### src/sv/extent_map_insert_coalesce_unit_macros.svh
// ----------------------------------------------------------------------------
// Extent map insert unit assertion macros
// Shared concurrent assertion forms, clocked on clk and disabled in reset.
// ----------------------------------------------------------------------------
`ifndef EXTENT_MAP_INSERT_COALESCE_UNIT_MACROS_SVH
`define EXTENT_MAP_INSERT_COALESCE_UNIT_MACROS_SVH

// Consequent must hold in the same cycle as the antecedent.
`define EMIC_ASSERT_SAME(label, ante, cons, msg) \
  label: assert property (@(posedge clk) disable iff (!rst_n) (ante) |-> (cons)) \
    else $error(msg);

// Consequent must hold in the cycle after the antecedent.
`define EMIC_ASSERT_NEXT(label, ante, cons, msg) \
  label: assert property (@(posedge clk) disable iff (!rst_n) (ante) |=> (cons)) \
    else $error(msg);

`endif

### src/sv/emic_pkg.sv
`timescale 1ns / 1ps
// ----------------------------------------------------------------------------
// Extent map insert unit package
// Default sizes, request and result codes, sequencer states and the
// verdict that the gap comparator hands to the sequencer.
// ----------------------------------------------------------------------------
package emic_pkg;

  localparam int EMIC_MAX_EXTENTS = 64;
  localparam int EMIC_BLOCK_BITS  = 32;

  localparam logic REQ_INSERT = 1'b0;
  localparam logic REQ_INIT   = 1'b1;

  typedef enum logic [1:0] {
    ST_OK      = 2'd0,
    ST_NO_GAP  = 2'd1,
    ST_FULL    = 2'd2
  } status_t;

  typedef enum logic [2:0] {
    PL_MERGED = 3'd0,
    PL_LEFT   = 3'd1,
    PL_RIGHT  = 3'd2,
    PL_MIDDLE = 3'd3,
    PL_NONE   = 3'd4
  } placement_t;

  typedef enum logic [3:0] {
    S_IDLE,
    S_INIT,
    S_RD,
    S_EVAL,
    S_MRG_RD,
    S_MRG_WR,
    S_DROP_RD,
    S_DROP_WR,
    S_INS_RD,
    S_INS_WR,
    S_INS_PUT,
    S_FREE,
    S_EMIT
  } emic_state_t;

  // Classification of the range against one extent and the gap after it.
  typedef struct packed {
    logic merge_both;
    logic left_ext;
    logic right_ext;
    logic middle;
  } gap_verdict_t;

endpackage

### src/sv/emic_ram.sv
`timescale 1ns / 1ps
// ----------------------------------------------------------------------------
// Extent table memory
// One write port and one read port with registered read data.
// ----------------------------------------------------------------------------
module emic_ram #(
  parameter int DEPTH = emic_pkg::EMIC_MAX_EXTENTS,
  parameter int WIDTH = emic_pkg::EMIC_BLOCK_BITS
) (
  input  logic                     clk,
  input  logic                     wr_en,
  input  logic [$clog2(DEPTH)-1:0] wr_addr,
  input  logic [WIDTH-1:0]         wr_data,
  input  logic [$clog2(DEPTH)-1:0] rd_addr,
  output logic [WIDTH-1:0]         rd_data
);
  logic [WIDTH-1:0] mem [DEPTH];
  logic [WIDTH-1:0] rd_data_r;

  always_ff @(posedge clk) begin
    if (wr_en) begin
      mem[wr_addr] <= wr_data;
    end
    rd_data_r <= mem[rd_addr];
  end

  assign rd_data = rd_data_r;
endmodule

### config.mk
export PLATFORM = sky130hd
export DESIGN_NAME = emic_ram
export DESIGN_NICKNAME = d
export VERILOG_FILES = /design/src/sv/extent_map_insert_coalesce_unit_macros.svh /design/src/sv/emic_pkg.sv /design/src/sv/emic_ram.sv
export SDC_FILE = /design/constraint.sdc
export NUM_CORES = 2
export LEC_CHECK = 0
export BUFFER_PORTS_ARGS = -buffer_cell sky130_fd_sc_hd__buf_4
export CAP_MARGIN = 5
export CORE_MARGIN = 5
export CORE_UTILIZATION = 40
export DETAILED_ROUTE_END_ITERATION = 8
export PLACE_DENSITY_LB_ADDON = 0.25
export SYNTH_ARGS = -nofsm -noshare
export SYNTH_HDL_FRONTEND = slang
export SYNTH_SLANG_ARGS = --single-unit
### constraint.sdc
create_clock -name clk -period 3.47 [get_ports clk]
set_input_delay 0.5205 -clock clk [delete_from_list [all_inputs] [get_ports clk]]
set_output_delay 0.5205 -clock clk [all_outputs]
set_load 0.05 [all_outputs]
# Word level (Yosys, flattened, before mapping)
# Memory sizes are Yosys's and may differ from the RTL's. A register that Yosys moved wholly into a read port is not among the register bits.
# Index checks and enable logic that the tools add are counted.
# word_totals
register_bits	0
latchBits	0
ramBits	2048
rom_bits	0
out_inout_bits	32
word_cells	3
n_memories	1
# op_classes
add_sub_neg	0
mul	0
n_div	0
n_lt_le_gt_ge	0
n_eq_ne	0
shifts	0
mux	2
bitwise_logic	0
n_reduce_logical	0
# mem_list
name	words	width	read_ports	rd_clocked_by_memory_dff	write_ports	line_no	text
mem	64	32	1	1	1	emic_ram.sv:17	logic [WIDTH-1:0] mem [DEPTH];
# ops
cell	count
1-bit 2-to-1 mux	2

# Longest topological paths before layout
# logic_depth
word_depth	2
mapped_depth	10

# Least setup slack after synthesis
# No wires, ideal clock.
# synth_timing
path_kind	input port to flip-flop
from	in wr_addr[3]
to	mem mem[48][0] in the netlist's numbering, enable pin
setup_ps	461
arrival_time_ps	3219
t_required_ps	3009
setup_slack_ps	-210
cell_stages	4
path_buffers	1
path_cell_list	clkbuf_1 > nor2b_1 > nand4b_1 > nor3_1
# synth_lines
element	line_no	text
start: declaration	emic_ram.sv:12	input logic [$clog2(DEPTH)-1:0] wr_addr,
end: declaration	emic_ram.sv:17	
# No word-level cell before the write port.

==> results.sh <==
export IMPL_status="finished, final reports clean"
export IMPL_cp_end_kind="flop"
export IMPL_ys_ff_latch=2080
export IMPL_p_int_mw=41.7
export IMPL_vias=37564
export IMPL_core_area_um2=195000
export IMPL_ir_worst_vdd_mv=0.545
export IMPL_cp_startpoint="rd_addr[0]"
export IMPL_remaining_drc_errors=0
export IMPL_r2r_start="mem[10][3]$_DFFE_PP_"
export IMPL_grt_pass1_vias=38011
export IMPL_setup_tns_ns=0
export IMPL_synthCells=3324
export IMPL_layout_common_cells="2048 x edfxtp_1, 544 x mux4_2, 256 x buf_4, 211 x clkbuf_16, 93 x mux2i_1"
export IMPL_drv_slew=0
export IMPL_numClockSinks=2080
export IMPL_die_h_um=453
export IMPL_slew_headroom_pct=33.0
export IMPL_cts_tree="yes"
export IMPL_firstDrtPassIters=5
export IMPL_crit_chain="buf_8 -> buf_12 -> buf_12 -> buf_12 -> mux4_2 -> mux4_2 -> o22ai_1 -> nor2_1"
export IMPL_p_clk_share_pct=41.9
export IMPL_cp_max_fo=24
export IMPL_io_buffers=77
export IMPL_rr_worst_depth=6
export IMPL_clockRootBuffer="clkbuf_16"
export IMPL_hold_viol=0
export IMPL_cpPeakStageDelay_ns=0.54
export IMPL_hold_class="in -> reg"
export IMPL_endpoint="rd_data[12]$_DFF_P_"
export IMPL_tightest_slew_ns=1.00
export IMPL_cts_resized=0
export IMPL_setup_violations=0
export IMPL_critical_path_slowest_cell="mux4_2"
export IMPL_syn_area_um2=78500
export IMPL_die_area_um2=205000
export IMPL_synth_ff_type="edfxtp_1"
export IMPL_grt_overflow=0
export IMPL_mostFrequentLayoutCell="edfxtp_1"
export IMPL_async_reset_ff_share_pct=0
export IMPL_fmax_mhz=413
export IMPL_combPwrFrac_pct=5.5
export IMPL_synth_edff_count=2048
export IMPL_rsz0062_at_grt="no"
export IMPL_io_pins=78
export IMPL_ctsHtreeMaxLevel=4
export IMPL_worstSetupStartpointType="primary input"
export IMPL_start_util_pct=40.2
export IMPL_power_leakage_nw=28.5
export IMPL_grt_max_degree=65
export IMPL_synth_nets=3370
export IMPL_min_path_cells=3
export IMPL_hpwl_mm=122
export IMPL_arrival_ns=3.12
export IMPL_area_growth_pct=16.5
export IMPL_cpLargestDelayFamily="multiplexers"
export IMPL_finalClockSkew_ns=0.0277
export IMPL_multiInputGateArea_um2=16000
export IMPL_powerDensity_nw_per_um2=581
export IMPL_first_iter_violations=4406
export IMPL_p_sw_share_pct=21.7
export IMPL_syn_area_per_cell_um2=23.6
export IMPL_num_rows=162
export IMPL_cts_clk_slew_worst_paths_ns=0.06
export IMPL_min_delay_start="rd_addr[4]"
export IMPL_cts_made_buffers=210
export IMPL_seq_area_frac_synth_pct=79.1
export IMPL_yosysWarnings=0
export IMPL_crit_cells=8
export IMPL_finalPower_mw=53.2
export IMPL_die_width_um=453
export IMPL_min_period_ns=2.42
export IMPL_place_gp_congestion=0.783
export IMPL_timing_critical_path_buf_inv=4
export IMPL_ant_nets=0
export IMPL_hold_buffers=0
export IMPL_crit_path_frequent_cell="buf_12"
export IMPL_seq_area_um2=62100
export IMPL_drive_above_1_share_pct=32.0
export IMPL_clkLatencyLatePin_ns=0.84
export IMPL_reg2reg_slack_ns=1.12
export IMPL_critPathKind="in -> reg"
export IMPL_wl_mm=211
export IMPL_p_switching_mw=11.5
export IMPL_finalCritPeriodShare_pct=69.7
export IMPL_post_drt_wl_per_cell_um=32.6
export IMPL_grt_use_total_pct=20.6
export IMPL_cts_setup_buffers=0
export IMPL_seqPwrFrac_pct=52.6
export IMPL_maxCapViolCount=0
export IMPL_r2r_end="rd_data[3]$_DFF_P_"
export IMPL_cts_buffer_depth=3
export IMPL_ys_types=34
export IMPL_fill_cells=15786
export IMPL_worstPathRequired_ns=4.17
export IMPL_grt_pass1_wl_mm=298
export IMPL_fin_nets=3724
export IMPL_antenna_found_initial=12
export IMPL_post_drt_via_cell_ratio=5.79
[stage by stage]
| stage | cells | worst slack, ns | util (%) | area [µm²] | hold slack (ns) |
|---|---|---|---|---|---|
| finish | 6483 | 1.05 | 46.8 | 91400 | 0.189 |
| global route | 6482 | 0.950 | 46.8 | 91400 | 0.168 |
| CTS | 6482 | 0.984 | 46.8 | 91400 | 0.129 |
| detailed placement | 6090 | 0.0765 | 43.4 | 84700 | 0.723 |
| global placement | 6090 | 0.0982 | 43.4 | 84700 | 0.717 |
| floorplan | 3324 | 0.298 | - | 78500 | 0.619 |
[cells in the mapped netlist, types with 2 or more instances]
library cell / count / share of area [%]
o221ai_1: 27 / 0.30
o32ai_1: 4 / 0.045
mux4_2: 544 / 16
or3_1: 3 / 0.024
nand2b_1: 8 / 0.064
buf_4: 25 / 0.24
dfxtp_1: 32 / 0.82
a41o_1: 4 / 0.051
buf_1: 21 / 0.10
nand3b_1: 5 / 0.048
buf_2: 57 / 0.36
or3b_1: 2 / 0.022
nand3_1: 5 / 0.032
a311oi_1: 8 / 0.089
a21oi_1: 62 / 0.40
nor2b_1: 15 / 0.12
buf_6: 5 / 0.072
and3_1: 4 / 0.032
mux2i_1: 93 / 1.2
o22ai_1: 84 / 0.67
nor3_1: 7 / 0.045
nand2_1: 26 / 0.12
nor2_1: 137 / 0.65
edfxtp_1: 2048 / 78
clkbuf_1: 74 / 0.35
or3b_2: 3 / 0.033
nand4_1: 2 / 0.016
and2_1: 2 / 0.016
a22oi_1: 12 / 0.11
[state kept, by name (all words and copies together) (netlist names)]
signal   count
mem       2048
rd_data     32
[power groups by stage]
stage / clock (mW) / combinational (mW) / sequential (mW)
6_report: 22.3 / 2.93 / 28.0
5_1_grt: 23.8 / 3.10 / 28.0
4_1_cts: 22.7 / 2.98 / 28.0
3_5_place_dp: 0 / 2.98 / 28.5
3_3_place_gp: 0 / 2.95 / 28.5
2_1_floorplan: 0 / 1.35 / 28.6
[worst register-to-register path: cells and delay by family (launching register included)]
family / cells / cell delay [ns]
compound gates: 2 / 0.89
mux: 2 / 0.74
flops: 1 / 0.37
buf+inv: 1 / 0.22
simple gates: 1 / 0.04
[cell families after synthesis]
| family | count (synthesis) | share of synthesized area, % |
|---|---|---|
| multiplexers | 637 | 16.8 |
| buffers and inverters | 182 | 1.13 |
| AO/OA/AOI/OAI | 202 | 1.67 |
| flip-flops | 2080 | 79.1 |
| AND/OR/NAND/NOR | 223 | 1.27 |
[worst min path at each step]
stage,to
final,rd_data[10]$_DFF_P_
after floorplan,mem[0][0]$_DFFE_PP_
after CTS,rd_data[10]$_DFF_P_
after detailed placement,rd_data[17]$_DFF_P_
after global routing,rd_data[10]$_DFF_P_
after global placement,rd_data[17]$_DFF_P_
[final cells by class]
cell class / instances / share of cell area [%]
clock buffers: 289 / 6.26
diodes: 1 / 0.00274
well taps: 2624 / 3.59
flip-flops and latches: 2080 / 68.0
repair buffers: 324 / 3.56
multi-input cells: 1062 / 17.5
clock inverters: 103 / 1.16
[routing by layer]
layer / vias to the layer above / share of wire, % / GRT usage, %
li1: 15004 / - / -
met1: 20817 / 42 / 29.6
met2: 1478 / 48 / 32.8
met3: 261 / 7.1 / 3.78
met4: 4 / 2.7 / 5.45
met5: - / 0.016 / 0
Power figures use the tool's default switching activity.
