**config.mk**
```make
export PLATFORM = sky130hd
export DESIGN_NAME = emic_gap_cmp
export DESIGN_NICKNAME = d
export VERILOG_FILES = /design/src/sv/extent_map_insert_coalesce_unit_macros.svh /design/src/sv/emic_pkg.sv /design/src/sv/emic_gap_cmp.sv
export SDC_FILE = /design/constraint.sdc
export NUM_CORES = 1
export LEC_CHECK = 0
export BUFFER_PORTS_ARGS = -buffer_cell sky130_fd_sc_hd__buf_2
export CAP_MARGIN = 40
export CORE_ASPECT_RATIO = 1.4
export CORE_UTILIZATION = 30
export DETAILED_ROUTE_END_ITERATION = 10
export SYNTH_ARGS = -nofsm -noshare
export SYNTH_HDL_FRONTEND = slang
export SYNTH_SLANG_ARGS = --single-unit
```
**constraint.sdc**
```tcl
create_clock -name vclk -period 9
set_input_delay 1.35 -clock vclk [all_inputs]
set_output_delay 1.35 -clock vclk [all_outputs]
set_load 0.02 [all_outputs]
```
**src/sv/extent_map_insert_coalesce_unit_macros.svh**
```systemverilog
// ----------------------------------------------------------------------------
// Extent map insert unit assertion macros
// Shared concurrent assertion forms, clocked on clk and disabled in reset.
// ----------------------------------------------------------------------------
`ifndef EXTENT_MAP_INSERT_COALESCE_UNIT_MACROS_SVH
`define EXTENT_MAP_INSERT_COALESCE_UNIT_MACROS_SVH

// Consequent must hold in the same cycle as the antecedent.
`define EMIC_ASSERT_SAME(label, ante, cons, msg) \
  label: assert property (@(posedge clk) disable iff (!rst_n) (ante) |-> (cons)) \
    else $error(msg);

// Consequent must hold in the cycle after the antecedent.
`define EMIC_ASSERT_NEXT(label, ante, cons, msg) \
  label: assert property (@(posedge clk) disable iff (!rst_n) (ante) |=> (cons)) \
    else $error(msg);

`endif

```
**src/sv/emic_pkg.sv**
```systemverilog
`timescale 1ns / 1ps
// ----------------------------------------------------------------------------
// Extent map insert unit package
// Default sizes, request and result codes, sequencer states and the
// verdict that the gap comparator hands to the sequencer.
// ----------------------------------------------------------------------------
package emic_pkg;

  localparam int EMIC_MAX_EXTENTS = 64;
  localparam int EMIC_BLOCK_BITS  = 32;

  localparam logic REQ_INSERT = 1'b0;
  localparam logic REQ_INIT   = 1'b1;

  typedef enum logic [1:0] {
    ST_OK      = 2'd0,
    ST_NO_GAP  = 2'd1,
    ST_FULL    = 2'd2
  } status_t;

  typedef enum logic [2:0] {
    PL_MERGED = 3'd0,
    PL_LEFT   = 3'd1,
    PL_RIGHT  = 3'd2,
    PL_MIDDLE = 3'd3,
    PL_NONE   = 3'd4
  } placement_t;

  typedef enum logic [3:0] {
    S_IDLE,
    S_INIT,
    S_RD,
    S_EVAL,
    S_MRG_RD,
    S_MRG_WR,
    S_DROP_RD,
    S_DROP_WR,
    S_INS_RD,
    S_INS_WR,
    S_INS_PUT,
    S_FREE,
    S_EMIT
  } emic_state_t;

  // Classification of the range against one extent and the gap after it.
  typedef struct packed {
    logic merge_both;
    logic left_ext;
    logic right_ext;
    logic middle;
  } gap_verdict_t;

endpackage

```
**src/sv/emic_gap_cmp.sv**
```systemverilog
`timescale 1ns / 1ps
// ----------------------------------------------------------------------------
// Extent map gap comparator
// Compares the pending range with one extent and the gap that follows it,
// and classifies how the range would be placed there.
// ----------------------------------------------------------------------------
module emic_gap_cmp #(
  parameter int BLOCK_BITS = emic_pkg::EMIC_BLOCK_BITS
) (
  input  logic [BLOCK_BITS-1:0]  range_low,
  input  logic [BLOCK_BITS-1:0]  range_high,
  input  logic [BLOCK_BITS-1:0]  cur_high,
  input  logic [BLOCK_BITS-1:0]  next_low,
  input  logic                   has_next,
  input  logic [BLOCK_BITS:0]    end_limit,
  output emic_pkg::gap_verdict_t verdict
);
  import emic_pkg::*;

  logic [BLOCK_BITS:0] gap_end;
  logic [BLOCK_BITS:0] after;
  logic [BLOCK_BITS:0] lo_x;
  logic [BLOCK_BITS:0] hi_x;
  logic                fits;
  logic                lo_eq;
  logic                lo_gt;
  logic                hi_end;

  assign gap_end = has_next ? {1'b0, next_low} : end_limit;
  assign after   = {1'b0, cur_high} + (BLOCK_BITS+1)'(1);
  assign lo_x    = {1'b0, range_low};
  assign hi_x    = {1'b0, range_high};

  // When the range fits, gap_end is at least one, so the decrement is safe.
  assign fits   = hi_x < gap_end;
  assign lo_eq  = lo_x == after;
  assign lo_gt  = lo_x > after;
  assign hi_end = hi_x == (gap_end - (BLOCK_BITS+1)'(1));

  always_comb begin
    verdict = '0;
    if (fits) begin
      if (lo_eq && hi_end) begin
        verdict.merge_both = 1'b1;
      end else if (lo_eq) begin
        verdict.left_ext = 1'b1;
      end else if (lo_gt && hi_end) begin
        verdict.right_ext = 1'b1;
      end else if (lo_gt) begin
        verdict.middle = 1'b1;
      end
    end
  end
endmodule

```
# After elaboration in Yosys (flattened, before gate mapping)
# Index checks and enable logic that the tools add are counted.
[classes]
magnitude_cmp = 2
eq_ne = 2
n_addsub = 2
n_mux = 9
n_reduce_logical = 2
[ops]
columns = ["operator", "count"]
rows = [
  ["$eq 32x33->1", 2],
  ["$add 32x1->33 const B", 1],
  ["$gt 32x33->1", 1],
  ["$lt 32x33->1", 1],
  ["$mux 33", 1],
  ["$sub 33x1->33 const B", 1],
  ["$mux 1", 5],
  ["$mux 4", 1],
  ["$mux 3", 1],
  ["$logic_and 1x1->1", 2],
  ["$mux 2", 1],
]
[word_totals]
elab_cells = 17
output_inout_bits = 4
inputBits = 162
reg_bits = 0

# Longest topological paths before layout
# Gate-level depths: netlist of run 1.
[logic_depth]
word_depth = 8
depth_mapped = 17
ltp_nobuf = 15

# Worst setup path after synthesis of run 1
# Ideal clock, no wire load.
[synth_path]
path_kind = "input to output"
from = "input has_next"
to = "output verdict[1] (netlist name)"
path_buffers = 6
arrival_time_ns = 5.457
stages = 15
setup_slack_ns = 2.193
required_ns = 7.650
cell_sequence = "buf_6 buf_2 buf_2 buf_2 buf_4 buf_2 mux2i_1 ha_1 o21a_1 nand4_2 or4_1 a22o_1 or4_1 or4_4 nor3_2"
[synth_lines]
columns = ["element", "line", "source"]
rows = [
  ["start, declared", "emic_gap_cmp.sv:14", "input logic has_next,"],
  ["end, declared", "emic_gap_cmp.sv:16", "output emic_pkg::gap_verdict_t verdict"],
]

==> tab_implementation.tex, run 1 <==
\begin{tabular}{lr}
\hline
Metric & Value \\
\hline
\multicolumn{2}{l}{\textbf{Yosys}} \\
\quad Count of cell types in the netlist & 58 \\
\quad Post-synthesis cell area & 3640 sq um \\
\quad Post-Synthesis Cells & around 480 \\
\quad Mean instance size in the synthesized netlist & 7.62 sq um \\
\quad Net count after synthesis & 705 \\
\quad Mux share of post-synthesis cell area & 8.88\% \\
\quad Yosys synthesis warning count & 0 \\
\quad Main combinational cell family by area after synthesis & simple AND/OR/NAND/NOR gates \\
\quad Share of synthesized cell area in full adder, half adder and majority cells & about 23\% \\
\quad Xor/xnor share of the synthesized area & 17.3\% \\
\quad Most area-consuming cells after synthesis & ha\_1, xnor2\_1, mux2i\_1, xor2\_1, a21o\_1 \\
\quad Top cell type by total area after synthesis & ha\_1 \\
\quad Post-synthesis share of cell area spent on and, or, nand and nor gates & around 30\% \\
\quad Complex-gate fraction of the synthesized area & 19.3\% \\
\quad Area share of the largest cell type after synthesis & between 20 and 25\% \\
\quad Sequential share of the synthesized area & 0\% \\
\multicolumn{2}{l}{\textbf{GRT}} \\
\quad Via count of the first global-routing pass & approximately 4300 \\
\quad Global-route wire length before repair & 18.9 mm \\
\quad Global routing usage summed across all routing layers & 18.5\% \\
\quad Leftover overflow at the end of global routing & 0 \\
\quad Number of antenna violations at the first check in global routing & 0 \\
\quad Pin count of the biggest net entering global routing & 37 \\
\multicolumn{2}{l}{\textbf{Job}} \\
\quad Max\_cap viols & 0 \\
\multicolumn{2}{l}{\textbf{Detailed routing}} \\
\quad Drt drc & 0 \\
\quad Drt initial violations & around 110 \\
\quad Top sig layer & met4 \\
\quad Number of search-and-repair iterations in the first detailed-routing pass & 4 \\
\quad Average wire per standard cell & between 15 and 20 um \\
\quad Routed Antenna Nets & 0 \\
\quad Vias after detailed routing & 4253 \\
\quad Vias/cell & 5.43 \\
\quad Detailed Route WL & between 10 and 15 mm \\
\quad Detailed route wirelength on metal3 & between 600 and 700 um \\
\quad Met2 routed wirelength & about 6.7 mm \\
\quad Wl on met1 & 4.27 mm \\
\multicolumn{2}{l}{\textbf{Floorplan}} \\
\quad Placeable core region & around 12000 sq um \\
\quad Die Height & between 100 and 150 um \\
\quad Die Width & between 90 and 100 um \\
\quad Number of I/O pins & roughly 170 \\
\quad Die footprint & 12600 sq um \\
\quad Cell Rows & 47 \\
\quad Starting density of the core & 30.8\% \\
\multicolumn{2}{l}{\textbf{Layout}} \\
\quad Layout sequential cell count & 0 \\
\quad Area of the multi-input gates & between 3000 and 4000 sq um \\
\quad Final-layout fill cell count & 1243 \\
\quad Area growth from synthesis to layout & 27.5\% \\
\quad Combined flip-flop and latch cell area & 0 sq um \\
\quad Number of inserted diodes & 0 \\
\quad Number of clock buffers in the layout & 0 \\
\quad Share of layout cells above drive strength 1 & 28.1\% \\
\quad Finished layout cell area & about 4600 sq um \\
\quad Filler-free cell count of the finished design & slightly below 800 \\
\quad Total Nets Final & 866 \\
\multicolumn{2}{l}{\textbf{Power and ir drop}} \\
\quad Total power per unit cell area & 45.8 nW/um\^{}2 \\
\quad Sequential group share of total power & 0\% \\
\quad Clk network pwr share & 0\% \\
\quad Internal portion of total power & 100 uW \\
\quad Switching power of the nets & between 100 and 150 uW \\
\quad LEAKAGE & $\sim$2.2 nW \\
\quad Maximum VDD drop & between 0.015 and 0.02 mV \\
\quad Proportion of power drawn by combinational gates & between 90\% and 100\% \\
\quad Switching share of power & about 53\% \\
\multicolumn{2}{l}{\textbf{Placed design}} \\
\quad I/O Buffers & 166 \\
\quad HPWL reported at the end of detailed placement & between 10 and 15 mm \\
\quad DP Cell Count & 783 \\
\quad Final RePlAce weighted congestion & approximately 0.88 \\
\quad Dpl cell area & between 4000 and 5000 sq um \\
\multicolumn{2}{l}{\textbf{Setup path}} \\
\quad Startpoint-to-endpoint class of the critical path & in -> out \\
\quad Type of element launching the critical path & input pin \\
\quad Critical path required time & between 7 and 8 ns \\
\quad Setup crit end kind & output port \\
\quad Crit-path max FO & 23 \\
\quad Endpoint arrival time on the critical path & 5.34 ns \\
\multicolumn{2}{l}{\textbf{Hold path}} \\
\quad HP Start & cur\_high[30] \\
\quad Terminating pin of the worst hold path & verdict[1] \\
\quad Instance count along the most critical hold path & 5 \\
\quad Worst hold path class & in -> out \\
\multicolumn{2}{l}{\textbf{STA}} \\
\quad Total count of hold-check failures in the final report & 0 \\
\quad Rel. slew slack & between 40\% and 50\% \\
\quad Max Clock Freq & 149 MHz \\
\quad Setup total negative slack & 0 ns \\
\quad Final setup vio count & 0 \\
\quad Tcrit/Tclk final & about 74\% \\
\quad Setup repair after global routing missed its margin & no \\
\quad Transition time at the pin with the least slew margin & around 0.8 ns \\
\quad Time the final worst path needs with I/O delays and setup & 6.69 ns \\
\quad Final Max Slew Viols & 0 \\
\multicolumn{2}{l}{\textbf{Clocking}} \\
\quad Hold buffer count at CTS & 0 \\
\quad Number of buffers inserted by post-CTS setup repair & 0 \\
\quad Post\_cts resized & 0 \\
\multicolumn{2}{l}{\textbf{Outcome}} \\
\quad Outcome & finished clean \\
\hline
\end{tabular}
stage by stage:
stage                     setup slack (ns)  hold slack, ns  util, %  power [mW]
final                                 2.31            3.31     39.2       0.212
after global routing                  2.04            3.41     39.2       0.237
after global placement                2.00            3.37     39.0       0.207
after floorplan                       2.19            2.97        -       0.128
after detailed placement              2.29            3.35     39.2       0.213
after CTS                             2.29            3.35     39.2       0.214
Yosys cell counts, drive strengths merged, types with 6 or more instances:
| cell | instances |
|---|---|
| or3 | 13 |
| o22ai | 7 |
| a21o | 22 |
| mux2i | 30 |
| nand3 | 22 |
| xor2 | 32 |
| o211ai | 6 |
| xnor2 | 40 |
| nor2b | 6 |
| buf | 7 |
| nand4 | 20 |
| ha | 66 |
| nand2 | 33 |
| nor2 | 26 |
| o21ai | 11 |
| nor3 | 19 |
| nor3b | 7 |
| or3b | 10 |
| and3 | 10 |
| o21a | 6 |
| inv | 10 |
| a21oi | 14 |
per-layer routing:
layer	track usage, %	vias up
met5	0	-
met4	4.55	0
met3	1.61	18
met2	40.0	154
met1	17.4	1916
li1	-	2165
layout make-up:
cell class,instances,area share (%)
multi-input cells,458,76.5
repair buffers,168,18.7
inverters,10,0.810
well taps,147,3.97
power groups by stage:
stage	Combinational, mW	Clock, mW	Sequential, mW
2_1_floorplan	0.128	0	0
3_3_place_gp	0.207	0	0
3_5_place_dp	0.213	0	0
4_1_cts	0.214	0	0
5_1_grt	0.237	0	0
6_report	0.212	0	0
worst max path at each step:
stage                     startpoint         end  slack [ns]  cells after the start
after floorplan             has_next  verdict[1]        2.19                     15
after global placement      has_next  verdict[1]        2.00                     11
after detailed placement    has_next  verdict[1]        2.29                     11
after CTS                   has_next  verdict[1]        2.29                     11
after global routing        has_next  verdict[1]        2.04                     11
final                       has_next  verdict[1]        2.31                     11
worst max-delay path: stages:
cell      delay [ns]
buf_2           0.46
buf_4           0.35
or3b_1          0.41
a222oi_1        0.51
inv_1           0.11
or4_1           0.51
a22o_1          0.21
or4_1           0.54
or4_4           0.56
nor3_2          0.15
buf_2           0.18
cell usage in the layout, fill, tap and decap left out, types with 2 or more instances in the layout:
cell type  count
nand3_1       22
nor2_1        26
nand2_1       33
mux2i_1       30
a22oi_1        3
and2_1         4
ha_1          66
o21a_1         6
nor4b_1        2
o211ai_1       6
a31oi_1        4
a21o_1        22
o31ai_1        4
o211a_1        2
and3_1        10
a2111oi_0      3
and4_1         4
nand4_1       19
nor3b_1        7
o21ai_0       10
xnor2_1       40
buf_2        166
or4_1          4
a211oi_1       3
or3b_2         4
a222oi_1       3
or3_1         13
xor2_1        32
o22ai_1        7
inv_1         10
a21oi_1       14
nor3_1        18
mux2_2         2
or3b_1         6
nor2b_1        6
nor4_1         4
logic make-up (layout without fill, tap and decap cells):
| group | Yosys count | after routing |
|---|---|---|
| xor gates and xnor gates | 72 | 72 |
| adders and majority gates | 66 | 66 |
| muxes | 32 | 32 |
| and+or+nand+nor | 189 | 189 |
| AOI/OAI and AO/OA | 99 | 99 |
| buffers and inverters | 19 | 178 |
Note: power is estimated with default switching activity, not from simulation.
==> run 2, diff against run 1 <==
- clock period: 9 -> 5.6 ns (I/O delays scaled with it)
==> tab_implementation.tex, run 2 (synthesis gave the netlist of run 1 again) <==
\begin{tabular}{lr}
\hline
Metric & Value \\
\hline
\multicolumn{2}{l}{\textbf{Clocking}} \\
\quad Hold buffer count at CTS & 0 (unchanged) \\
\quad Post\_cts resized & 0 (unchanged) \\
\quad Number of buffers inserted by post-CTS setup repair & 0 (unchanged) \\
\multicolumn{2}{l}{\textbf{Placed design}} \\
\quad Final RePlAce weighted congestion & 0.900 (was 0.883) \\
\quad I/O Buffers & 166 (unchanged) \\
\quad Dpl cell area & 4710 sq um (was 4630 sq um) \\
\quad DP Cell Count & 794 (was 783) \\
\quad Setup slack after placement & 0.324 ns (was 2.29 ns) \\
\quad HPWL reported at the end of detailed placement & 11.3 mm (was 11.2 mm) \\
\multicolumn{2}{l}{\textbf{Setup path}} \\
\quad Endpoint arrival time on the critical path & 4.43 ns (was 5.34 ns) \\
\quad Critical path required time & 4.76 ns (was 7.65 ns) \\
\quad Type of element launching the critical path & input pin (unchanged) \\
\quad Crit-path max FO & 24 (was 23) \\
\quad Startpoint-to-endpoint class of the critical path & in -> out (unchanged) \\
\quad Setup crit end kind & output port (unchanged) \\
\multicolumn{2}{l}{\textbf{Job}} \\
\quad Max\_cap viols & 0 (unchanged) \\
\multicolumn{2}{l}{\textbf{Floorplan}} \\
\quad Starting density of the core & 30.8\% (unchanged) \\
\quad Placeable core region & 11800 sq um (unchanged) \\
\quad Die Width & 95.0 um (unchanged) \\
\quad Cell Rows & 47 (unchanged) \\
\quad Number of I/O pins & 166 (unchanged) \\
\quad Die footprint & 12600 sq um (unchanged) \\
\quad Die Height & 132 um (unchanged) \\
\multicolumn{2}{l}{\textbf{STA}} \\
\quad Rel. slew slack & 61.0\% (was 46.4\%) \\
\quad Setup total negative slack & 0 ns (unchanged) \\
\quad Max Clock Freq & approximately 190 MHz \\
\quad Worst path setup slack after routing & 0.334 ns (was 2.31 ns) \\
\quad Time the final worst path needs with I/O delays and setup & between 5 and 6 ns \\
\quad Final Max Slew Viols & 0 (unchanged) \\
\quad Tcrit/Tclk final & a little over nine tenths \\
\quad Final setup vio count & 0 (unchanged) \\
\quad Setup repair after global routing missed its margin & no (unchanged) \\
\quad Total count of hold-check failures in the final report & 0 (unchanged) \\
\quad Transition time at the pin with the least slew margin & 0.581 ns (was 0.804 ns) \\
\multicolumn{2}{l}{\textbf{Layout}} \\
\quad Number of clock buffers in the layout & 0 (unchanged) \\
\quad Commonest non-fill, non-tap cells in the layout & buf\_2, ha\_1, xnor2\_1 (unchanged) \\
\quad Final-layout fill cell count & 1231 (was 1243) \\
\quad Combined flip-flop and latch cell area & 0 sq um (unchanged) \\
\quad Share of layout cells above drive strength 1 & 29.5\% (was 28.1\%) \\
\quad Most common library cell in the layout ignoring fill and taps & buf\_2 (unchanged) \\
\quad Layout sequential cell count & 0 (unchanged) \\
\quad Number of inserted diodes & 0 (unchanged) \\
\quad Filler-free cell count of the finished design & 794 (was 783) \\
\quad Finished layout cell area & 4710 sq um (was 4630 sq um) \\
\quad Total Nets Final & 877 (was 866) \\
\quad Area growth from synthesis to layout & 29.4\% (was 27.5\%) \\
\multicolumn{2}{l}{\textbf{GRT}} \\
\quad Via count of the first global-routing pass & 4422 (was 4334) \\
\quad Global-route wire length before repair & 19.3 mm (was 18.9 mm) \\
\quad Leftover overflow at the end of global routing & 0 (unchanged) \\
\quad Global routing usage summed across all routing layers & 19.0\% (was 18.5\%) \\
\quad Pin count of the biggest net entering global routing & 25 (was 37) \\
\quad Number of antenna violations at the first check in global routing & 0 (unchanged) \\
\multicolumn{2}{l}{\textbf{Detailed routing}} \\
\quad Drt drc & 0 (unchanged) \\
\quad Routed Antenna Nets & 0 (unchanged) \\
\quad Number of search-and-repair iterations in the first detailed-routing pass & 4 (unchanged) \\
\quad Average wire per standard cell & 15.5 um (was 15.3 um) \\
\quad Drt initial violations & 99 (was 106) \\
\quad Detailed Route WL & 12.3 mm (was 12.0 mm) \\
\quad Vias/cell & 5.46 (was 5.43) \\
\quad Vias after detailed routing & 4335 (was 4253) \\
\multicolumn{2}{l}{\textbf{Hold path}} \\
\quad Instance count along the most critical hold path & 5 (unchanged) \\
\quad Worst hold path class & in -> out (unchanged) \\
\multicolumn{2}{l}{\textbf{Power and ir drop}} \\
\quad Maximum VDD drop & 0.0237 mV (was 0.0150 mV) \\
\quad LEAKAGE & 2.26 nW (was 2.21 nW) \\
\quad Total power per unit cell area & 73.3 nW/um\^{}2 (was 45.8 nW/um\^{}2) \\
\quad Power after layout & 345 uW (was 212 uW) \\
\multicolumn{2}{l}{\textbf{Outcome}} \\
\quad Outcome & finished clean (unchanged) \\
\hline
\end{tabular}
## run 2: metal layers
layer / routed length [um] / vias up / GRT usage (%)
met5: 0 / - / 0
met1: 4440 / 1950 / 18.9
met2: 6630 / 182 / 39.4
met4: 389 / 0 / 5.47
li1: - / 2183 / -
met3: 835 / 20 / 1.44
## run 2: path summary, 6_finish.rpt
path	start	to	slack, ns
hold / removal	cur_high[31]	verdict[1]	2.38
setup / recovery	has_next	verdict[1]	0.33
## run 2: per-stage QoR
stage                     hold WS [ns]  utilization [%]
after global routing              2.43             39.8
after global placement            2.37             39.8
after detailed placement          2.40             39.8
after floorplan                   1.97                -
final                             2.38             39.8
after CTS                         2.40             39.8
## run 2: power breakdown
group / internal [mW] / switching [mW] / leakage [nW]
Clock: 0 / 0 / 0
Combinational: 0.163 / 0.182 / 2.26
Sequential: 0 / 0 / 0
## run 2: final cells by class
cell class | count | area [sq um] | area share (%)
inverters | 10 | 37.5 | 0.798
repair buffers | 179 | 928 | 19.7
multi-input cells | 458 | 3560 | 75.6
well taps | 147 | 184 | 3.91
## run 2: worst max-delay path: stages
cell	delay, ns
buf_2	0.24
buf_4	0.27
or3_1	0.38
a222oi_1	0.49
nand4_2	0.17
or4_1	0.42
a22o_1	0.20
or4_1	0.54
or4_4	0.58
nor3_4	0.11
buf_2	0.18
